==> src/rtl/psrf_pkg.sv <==
`timescale 1ns / 1ps
// ----------------------------------------------------------------------------
// psrf_pkg: shared types and constants of the printable string run finder
// Input and result words, the scan-to-queue result bundle and the
// printable range limits.
// ----------------------------------------------------------------------------
package psrf_pkg;

  // Run kinds reported in a result word
  localparam logic KIND_ASCII = 1'b0;
  localparam logic KIND_WIDE  = 1'b1;

  // Minimum length used when the register holds zero
  localparam logic [7:0] DEFAULT_MIN_LEN = 8'd4;

  // Printable range, shared by bytes and 16-bit units
  localparam logic [15:0] PRINT_LO = 16'h0020;
  localparam logic [15:0] PRINT_HI = 16'h007E;

  typedef struct packed {
    logic [7:0] data_byte;
    logic [7:0] next_byte;
    logic       has_next;
  } in_word_t;

  typedef struct packed {
    logic        kind;
    logic [31:0] start_offset;
    logic [31:0] end_offset;
    logic        last;
  } out_word_t;

  // Results of one scanned byte: zero, one or two words, word0 first
  typedef struct packed {
    logic [1:0] count;
    out_word_t  word0;
    out_word_t  word1;
  } scan_result_t;

endpackage

==> src/rtl/printable_string_run_finder.sv <==
`timescale 1ns / 1ps
// ----------------------------------------------------------------------------
// printable_string_run_finder: ASCII and UTF-16LE printable run finder
// Scans one byte per word and reports the runs that end at it.
// ----------------------------------------------------------------------------
// One input word is taken every cycle unless input stalls: each word is
// registered in the input stage, scanned there and its zero, one or two
// result words go to a four-entry result queue. The single result port
// drains one word per cycle while out_ready is high, so the long-run rate
// is one byte per cycle as long as results average no more than one per
// byte; a byte that closes both an ASCII and a wide run gives two results.
// Input stalls only when the queue has fewer than two free entries. Write
// min_length only while idle (unenforced); zero selects four characters.
module printable_string_run_finder #(
  parameter int OFFSET_BITS = 32
) (
  input  logic                clk,
  input  logic                rst,
  input  logic                in_valid,
  output logic                in_ready,
  input  psrf_pkg::in_word_t  in_data,
  output logic                out_valid,
  input  logic                out_ready,
  output psrf_pkg::out_word_t out_data,
  input  logic                cfg_valid,
  output logic                cfg_ready,
  input  logic [7:0]          cfg_data
);
  import psrf_pkg::*;

  localparam int QDEPTH = 4;
  localparam int QPTR   = $clog2(QDEPTH);
  localparam int QCNT   = $clog2(QDEPTH + 1);

  logic [7:0]     min_length;
  logic           stage_valid;
  in_word_t       stage_word;
  logic           fire;
  scan_result_t   res;

  out_word_t      queue [QDEPTH];
  logic [QPTR-1:0] wr_ptr;
  logic [QPTR-1:0] rd_ptr;
  logic [QCNT-1:0] count;
  logic [QCNT-1:0] count_next;
  logic            pop;
  logic [1:0]      push_n;

  // Configuration register
  assign cfg_ready = 1'b1;
  always_ff @(posedge clk) begin
    if (rst) begin
      min_length <= 8'd0;
    end else if (cfg_valid && cfg_ready) begin
      min_length <= cfg_data;
    end
  end

  // Input stage: scan fires when the queue can take two words
  assign fire     = stage_valid && (count <= QCNT'(QDEPTH - 2));
  assign in_ready = !stage_valid || fire;

  always_ff @(posedge clk) begin
    if (rst) begin
      stage_valid <= 1'b0;
    end else if (in_ready) begin
      stage_valid <= in_valid;
    end
  end

  always_ff @(posedge clk) begin
    if (in_valid && in_ready) begin
      stage_word <= in_data;
    end
  end

  psrf_scan #(
    .OFFSET_BITS(OFFSET_BITS)
  ) u_scan (
    .clk        (clk),
    .rst        (rst),
    .advance    (fire),
    .item       (stage_word),
    .min_length (min_length),
    .result     (res)
  );

  // Result queue
  assign push_n     = fire ? res.count : 2'd0;
  assign pop        = out_valid && out_ready;
  assign count_next = count + QCNT'(push_n) - QCNT'(pop);
  assign out_valid  = (count != '0);
  assign out_data   = queue[rd_ptr];

  always_ff @(posedge clk) begin
    if (rst) begin
      wr_ptr <= '0;
      rd_ptr <= '0;
      count  <= '0;
    end else begin
      wr_ptr <= wr_ptr + QPTR'(push_n);
      rd_ptr <= rd_ptr + QPTR'(pop);
      count  <= count_next;
    end
  end

  always_ff @(posedge clk) begin
    if (push_n != 2'd0) begin
      queue[wr_ptr] <= res.word0;
    end
    if (push_n == 2'd2) begin
      queue[wr_ptr + QPTR'(1)] <= res.word1;
    end
  end

`ifndef SYNTH
  // Queue never overfills
  a_count_bound: assert property (@(posedge clk) disable iff (rst)
    count <= QCNT'(QDEPTH))
    else $error("result queue overflow");

  // A stalled input always means a word is waiting in the stage
  a_stall_cause: assert property (@(posedge clk) disable iff (rst)
    !in_ready |-> stage_valid)
    else $error("input stalled with empty stage");

  // Two results from one byte: only the second carries last
  a_last_order: assert property (@(posedge clk) disable iff (rst)
    (fire && res.count == 2'd2) |-> (!res.word0.last && res.word1.last))
    else $error("last flag misplaced on paired results");

  // A scanned word never pushes more than the queue had room for
  a_push_room: assert property (@(posedge clk) disable iff (rst)
    fire |=> (count <= QCNT'(QDEPTH)))
    else $error("push without room");
`endif

endmodule

==> src/rtl/psrf_scan.sv <==
`timescale 1ns / 1ps
// ----------------------------------------------------------------------------
// psrf_scan: run tracking for one byte
// Holds the byte position and the ASCII, even-wide and odd-wide runs,
// decides which runs end at the current byte and updates state on advance.
// ----------------------------------------------------------------------------
module psrf_scan #(
  parameter int OFFSET_BITS = 32
) (
  input  logic                    clk,
  input  logic                    rst,
  input  logic                    advance,
  input  psrf_pkg::in_word_t      item,
  input  logic [7:0]              min_length,
  output psrf_pkg::scan_result_t  result
);
  import psrf_pkg::*;

  logic [OFFSET_BITS-1:0] position;
  logic                   narrow_active;
  logic [OFFSET_BITS-1:0] narrow_start;
  logic                   even_active;
  logic [OFFSET_BITS-1:0] even_start;
  logic                   odd_active;
  logic [OFFSET_BITS-1:0] odd_start;

  logic [7:0]             min_len;
  logic [15:0]            unit;
  logic                   narrow_ok;
  logic                   wide_ok;
  logic                   sel_active;
  logic [OFFSET_BITS-1:0] sel_start;
  logic [OFFSET_BITS-1:0] narrow_len;
  logic [OFFSET_BITS-1:0] wide_len;
  logic                   narrow_hit;
  logic                   wide_hit;
  out_word_t              narrow_word;
  out_word_t              wide_word;

  // Character classes
  assign min_len   = (min_length == 8'd0) ? DEFAULT_MIN_LEN : min_length;
  assign unit      = item.has_next ? {item.next_byte, item.data_byte} : 16'd0;
  assign narrow_ok = ({8'd0, item.data_byte} >= PRINT_LO) &&
                     ({8'd0, item.data_byte} <= PRINT_HI);
  assign wide_ok   = (unit >= PRINT_LO) && (unit <= PRINT_HI);

  // Wide run of the current parity
  assign sel_active = position[0] ? odd_active : even_active;
  assign sel_start  = position[0] ? odd_start  : even_start;

  // Run lengths in characters, modulo the offset width
  assign narrow_len = position - narrow_start;
  assign wide_len   = (position - sel_start) >> 1;

  assign narrow_hit = !narrow_ok && narrow_active &&
                      (narrow_len >= OFFSET_BITS'(min_len));
  assign wide_hit   = !wide_ok && sel_active &&
                      (wide_len >= OFFSET_BITS'(min_len));

  // Result words; ASCII first when both runs end here
  always_comb begin
    narrow_word.kind         = KIND_ASCII;
    narrow_word.start_offset = 32'(narrow_start);
    narrow_word.end_offset   = 32'(position);
    narrow_word.last         = 1'b0;
    wide_word.kind           = KIND_WIDE;
    wide_word.start_offset   = 32'(sel_start);
    wide_word.end_offset     = 32'(position);
    wide_word.last           = 1'b1;

    result.count      = {1'b0, narrow_hit} + {1'b0, wide_hit};
    result.word0      = narrow_hit ? narrow_word : wide_word;
    result.word0.last = !(narrow_hit && wide_hit);
    result.word1      = wide_word;
  end

  // State update
  always_ff @(posedge clk) begin
    if (rst) begin
      position      <= '0;
      narrow_active <= 1'b0;
      narrow_start  <= '0;
      even_active   <= 1'b0;
      even_start    <= '0;
      odd_active    <= 1'b0;
      odd_start     <= '0;
    end else if (advance) begin
      position <= position + OFFSET_BITS'(1);
      if (narrow_ok) begin
        if (!narrow_active) begin
          narrow_active <= 1'b1;
          narrow_start  <= position;
        end
      end else begin
        narrow_active <= 1'b0;
      end
      if (position[0]) begin
        if (wide_ok) begin
          if (!odd_active) begin
            odd_active <= 1'b1;
            odd_start  <= position;
          end
        end else begin
          odd_active <= 1'b0;
        end
      end else begin
        if (wide_ok) begin
          if (!even_active) begin
            even_active <= 1'b1;
            even_start  <= position;
          end
        end else begin
          even_active <= 1'b0;
        end
      end
    end
  end

endmodule
==> config.mk <==
export PLATFORM = sky130hd
export DESIGN_NAME = printable_string_run_finder
export DESIGN_NICKNAME = d
export VERILOG_FILES = /design/src/rtl/psrf_pkg.sv /design/src/rtl/printable_string_run_finder.sv /design/src/rtl/psrf_scan.sv
export SDC_FILE = /design/constraint.sdc
export NUM_CORES = 1
export LEC_CHECK = 0
export ABC_AREA = 1
export BUFFER_PORTS_ARGS = -buffer_cell sky130_fd_sc_hd__buf_2
export CAP_MARGIN = 20
export CORE_UTILIZATION = 55
export CTS_CLUSTER_SIZE = 16
export DETAILED_ROUTE_END_ITERATION = 7
export PLACE_DENSITY_LB_ADDON = 0.2
export SLEW_MARGIN = 20
export SYNTH_ARGS = -nofsm -noshare
export SYNTH_HDL_FRONTEND = slang
export SYNTH_SLANG_ARGS = --single-unit
export TNS_END_PERCENT = 100
==> constraint.sdc <==
create_clock -name clk -period 6.39 [get_ports clk]
set_input_delay 0 -clock clk [delete_from_list [all_inputs] [get_ports clk]]
set_output_delay 0 -clock clk [all_outputs]
set_load 0.1 [all_outputs]
==> impl_metrics.json <==
{
  "async_flop_share_pct": 0,
  "area_delta_synth_final_pct": 12.0,
  "start_util_pct": 55.7,
  "failed_checks": "DRC",
  "synthDistinctLibCells": 48,
  "clk_latency_ns": 0.59,
  "worst_pin_slew_ns": 1.19,
  "drv_cap": 0,
  "p_sw_share_pct": 46.8,
  "r2r_cells": 28,
  "finClkSkew_ns": 0.0304,
  "nFillCells": 3784,
  "synth_fa_ha_area_share_pct": 4.70,
  "finalHoldViolCount": 0,
  "synthCells": 3073,
  "internal-power_mw": 5.31,
  "final_nets": 3275,
  "combPwrFrac_pct": 44.7,
  "numCtsBuffers": 44,
  "gr-total-overflow": 0,
  "power_density_nw_per_um2": 373,
  "rr_startpoint": "u_scan.position[0]",
  "p_total_mw": 9.99,
  "startpoint_type": "flip-flop",
  "yosysMostFrequentCell": "nand2_1",
  "max_stage_delay_ns": 0.56,
  "synth_common_cells": "649 x nand2_1, 431 x nor2_1, 314 x o21ai_0",
  "grt_pass1_wl_mm": 119,
  "synth.cell_area_um2": 23900,
  "critPathCapture": "count[2]",
  "clock_sinks": 427,
  "yosysSeqAreaShare_pct": 47.2,
  "period_needed_ns": 5.86,
  "ys_ff_latch": 427,
  "yosys_warnings": 0,
  "coreArea_um2": 43000,
  "setup_viol": 0,
  "die_area_um2": 44300,
  "cts_tree": "yes",
  "ys_top_cells_by_area": "edfxtp_1 34%, dfxtp_1 13%, nand2_1 10%, nor2_1 6.8%, o21ai_0 6.6%",
  "yosysTopAreaCell": "edfxtp_1",
  "switching_power_mw": 4.67,
  "clkTransAtPathRegs_ns": 0.07,
  "worstPathMaxFanout": 32,
  "routed_wl_mm": 77.5,
  "cp-startpoint": "u_scan.position[0]",
  "grt_usage_pct": 34.9,
  "crit_type": "flip-flop to flip-flop",
  "antenna_left": 0,
  "relSlewSlack_pct": 19.8,
  "crit_slowest_cell": "ha_1",
  "leakagePower_nw": 12.2,
  "cts_root_buf": "clkbuf_16",
  "min_path_type": "input pin to flip-flop",
  "avgSynthCellArea_um2": 7.78,
  "cpMostUsedCell": "inv_1",
  "synth_edf_count": 273,
  "gp_congestion": 0.972,
  "vias": 22093,
  "grt_pass1_vias": 21531,
  "pwr-share-clk_pct": 24.9,
  "slew_viol_final": 0,
  "port_buffers": 97,
  "fin_tns_setup_ns": 0,
  "r2r_setup_slack_ns": 0.53,
  "rsz0062_at_grt": "false",
  "post_cts_buffers": 0,
  "synth_top_family_by_area": "simple AND/OR/NAND/NOR gates",
  "avgViaCountPerCell": 5.86,
  "synth_compound_gate_area_share_pct": 13.4,
  "synth.top_cell.area_share_pct": 34.3,
  "required_ns": 6.84,
  "fmax_ghz": 0.171,
  "rr_endpoint": "count[2]",
  "seq_power_share_pct": 30.5,
  "muxShareOfSynthArea_pct": 0,
  "io_pins": 99,
  "drt_iter0_drc": 2446,
  "synth_xor_area_share_pct": 1.21,
  "grt_max_degree": 101,
  "synth_ff_type": "edfxtp_1",
  "min_period_over_period_pct": 91.7,
  "peakVddDrop_uv": 408,
  "firstDrtPassIters": 8,
  "clockBufferDepth": 3,
  "htree_levels": 2,
  "crit_arrival_ns": 6.31,
  "die_h_um": 211,
  "drc": 4,
  "worstSetupEndpointType": "flip-flop",
  "status": "finished, violations left",
  "num_rows": 76,
  "grt_antenna_before_repair": 1,
  "wl_per_cell_um": 20.5,
  "yosys.area_share.simple_pct": 26.1,
  "hpwlAfterDp_mm": 53.5,
  "syn_nets": 3191,
  "drive_above_1_share_pct": 8.79,
  "die_w_um": 211
}
power by group through the flow:
| stage | Sequential, mW | Combinational, mW | Clock, mW |
|---|---|---|---|
| after CTS | 3.04 | 4.42 | 2.49 |
| after global placement | 3.09 | 4.34 | 0 |
| after global routing | 3.05 | 4.77 | 2.59 |
| after floorplan | 3.05 | 3.51 | 0 |
| final | 3.04 | 4.46 | 2.49 |
| after detailed placement | 3.10 | 4.38 | 0 |
worst max-delay path: cells and delay by family, from the launching register on:
kind | cells | cell delay (ns)
flops | 1 | 0.38
xor+xnor | 1 | 0.20
buf+inv | 7 | 0.89
simple gates | 12 | 1.91
compound gates | 3 | 0.65
fa+ha+maj | 5 | 1.71
registers in the layout, indices dropped and copies added, names as in the netlist:
signal                cells
u_scan.narrow_active      1
min_length                8
rd_ptr                    2
u_scan.even_active        1
queue                   264
stage_word               17
wr_ptr                    2
u_scan.position          32
u_scan.odd_active         1
u_scan.even_start        31
u_scan.odd_start         32
count                     3
stage_valid               1
u_scan.narrow_start      32
cells in the final DEF (no fill, tap or decap), types with 13 or more instances in the layout:
| cell | count |
|---|---|
| nand2_2 | 13 |
| clkinv_1 | 25 |
| nor2_1 | 422 |
| o22ai_1 | 70 |
| nand3_1 | 232 |
| xor2_1 | 22 |
| nor3_1 | 28 |
| nand2_1 | 645 |
| buf_4 | 22 |
| dlygate4sd3_1 | 43 |
| o21ai_0 | 312 |
| or2_2 | 33 |
| clkbuf_16 | 46 |
| inv_1 | 297 |
| buf_2 | 97 |
| edfxtp_1 | 273 |
| nand2_4 | 20 |
| dfxtp_1 | 152 |
| nand4_1 | 20 |
| a21oi_1 | 195 |
| clkbuf_1 | 13 |
| ha_1 | 85 |
cell families after synthesis:
group / after synthesis
xor gates and xnor gates: 33
adders and majority gates: 88
AOI/OAI and AO/OA: 609
and+or+nand+nor: 1459
other: 2
DFF: 427
buffers and inverters: 455
stage by stage:
step	util (%)	hold slack [ns]	area, µm²	std cells	setup WS (ns)
detailed placement	58.1	0.178	25000	3652	0.426
CTS	62.2	0.0808	26700	3771	0.433
floorplan	-	0.0989	23900	3073	0.269
global route	62.4	0.112	26800	3773	0.0492
finish	62.4	0.0926	26800	3773	0.530
global placement	58.0	0.176	24900	3650	0.651
worst min-delay path by stage:
| stage | start | endpoint | slack (ns) | cells past startpoint |
|---|---|---|---|---|
| 2_1_floorplan | in_data[0] | stage_word[0] | 0.1 | 0 |
| 3_3_place_gp | in_data[13] | stage_word[13] | 0.18 | 1 |
| 3_5_place_dp | in_data[10] | stage_word[10] | 0.18 | 1 |
| 4_1_cts | out_ready | rd_ptr[0] | 0.08 | 5 |
| 5_1_grt | out_ready | rd_ptr[0] | 0.11 | 5 |
| 6_report | out_ready | rd_ptr[0] | 0.09 | 5 |
what timing repair did:
item,4_1_cts,5_1_grt
hold buffers,43,0
setup endpoints to repair,0,481
gates resized for setup,0,7
endpoints found under the hold margin,41,0
routing by layer:
layer  share of wire [%]  track usage (%)  vias up  wire length (µm)
met4                 3.0             13.3        0              2360
met3                 9.7             5.35      164              7530
met2                  47             57.8     1158             36400
met1                  40             46.1    10346             31200
met5                   0                0        -                 0
li1                    -                -    10425                 -
area by class of cell:
cell class	count	area (µm²)	area share (%)
tap	585	732	2.73
antenna	1	2.50	0.00934
clock buffer	62	1230	4.59
inverter	321	1210	4.50
timing repair buffer	172	1300	4.86
multi-input combinational	2191	10900	40.8
sequential	427	11300	42.1
clock inverter	14	115	0.430
Power figures use the tool's default switching activity.
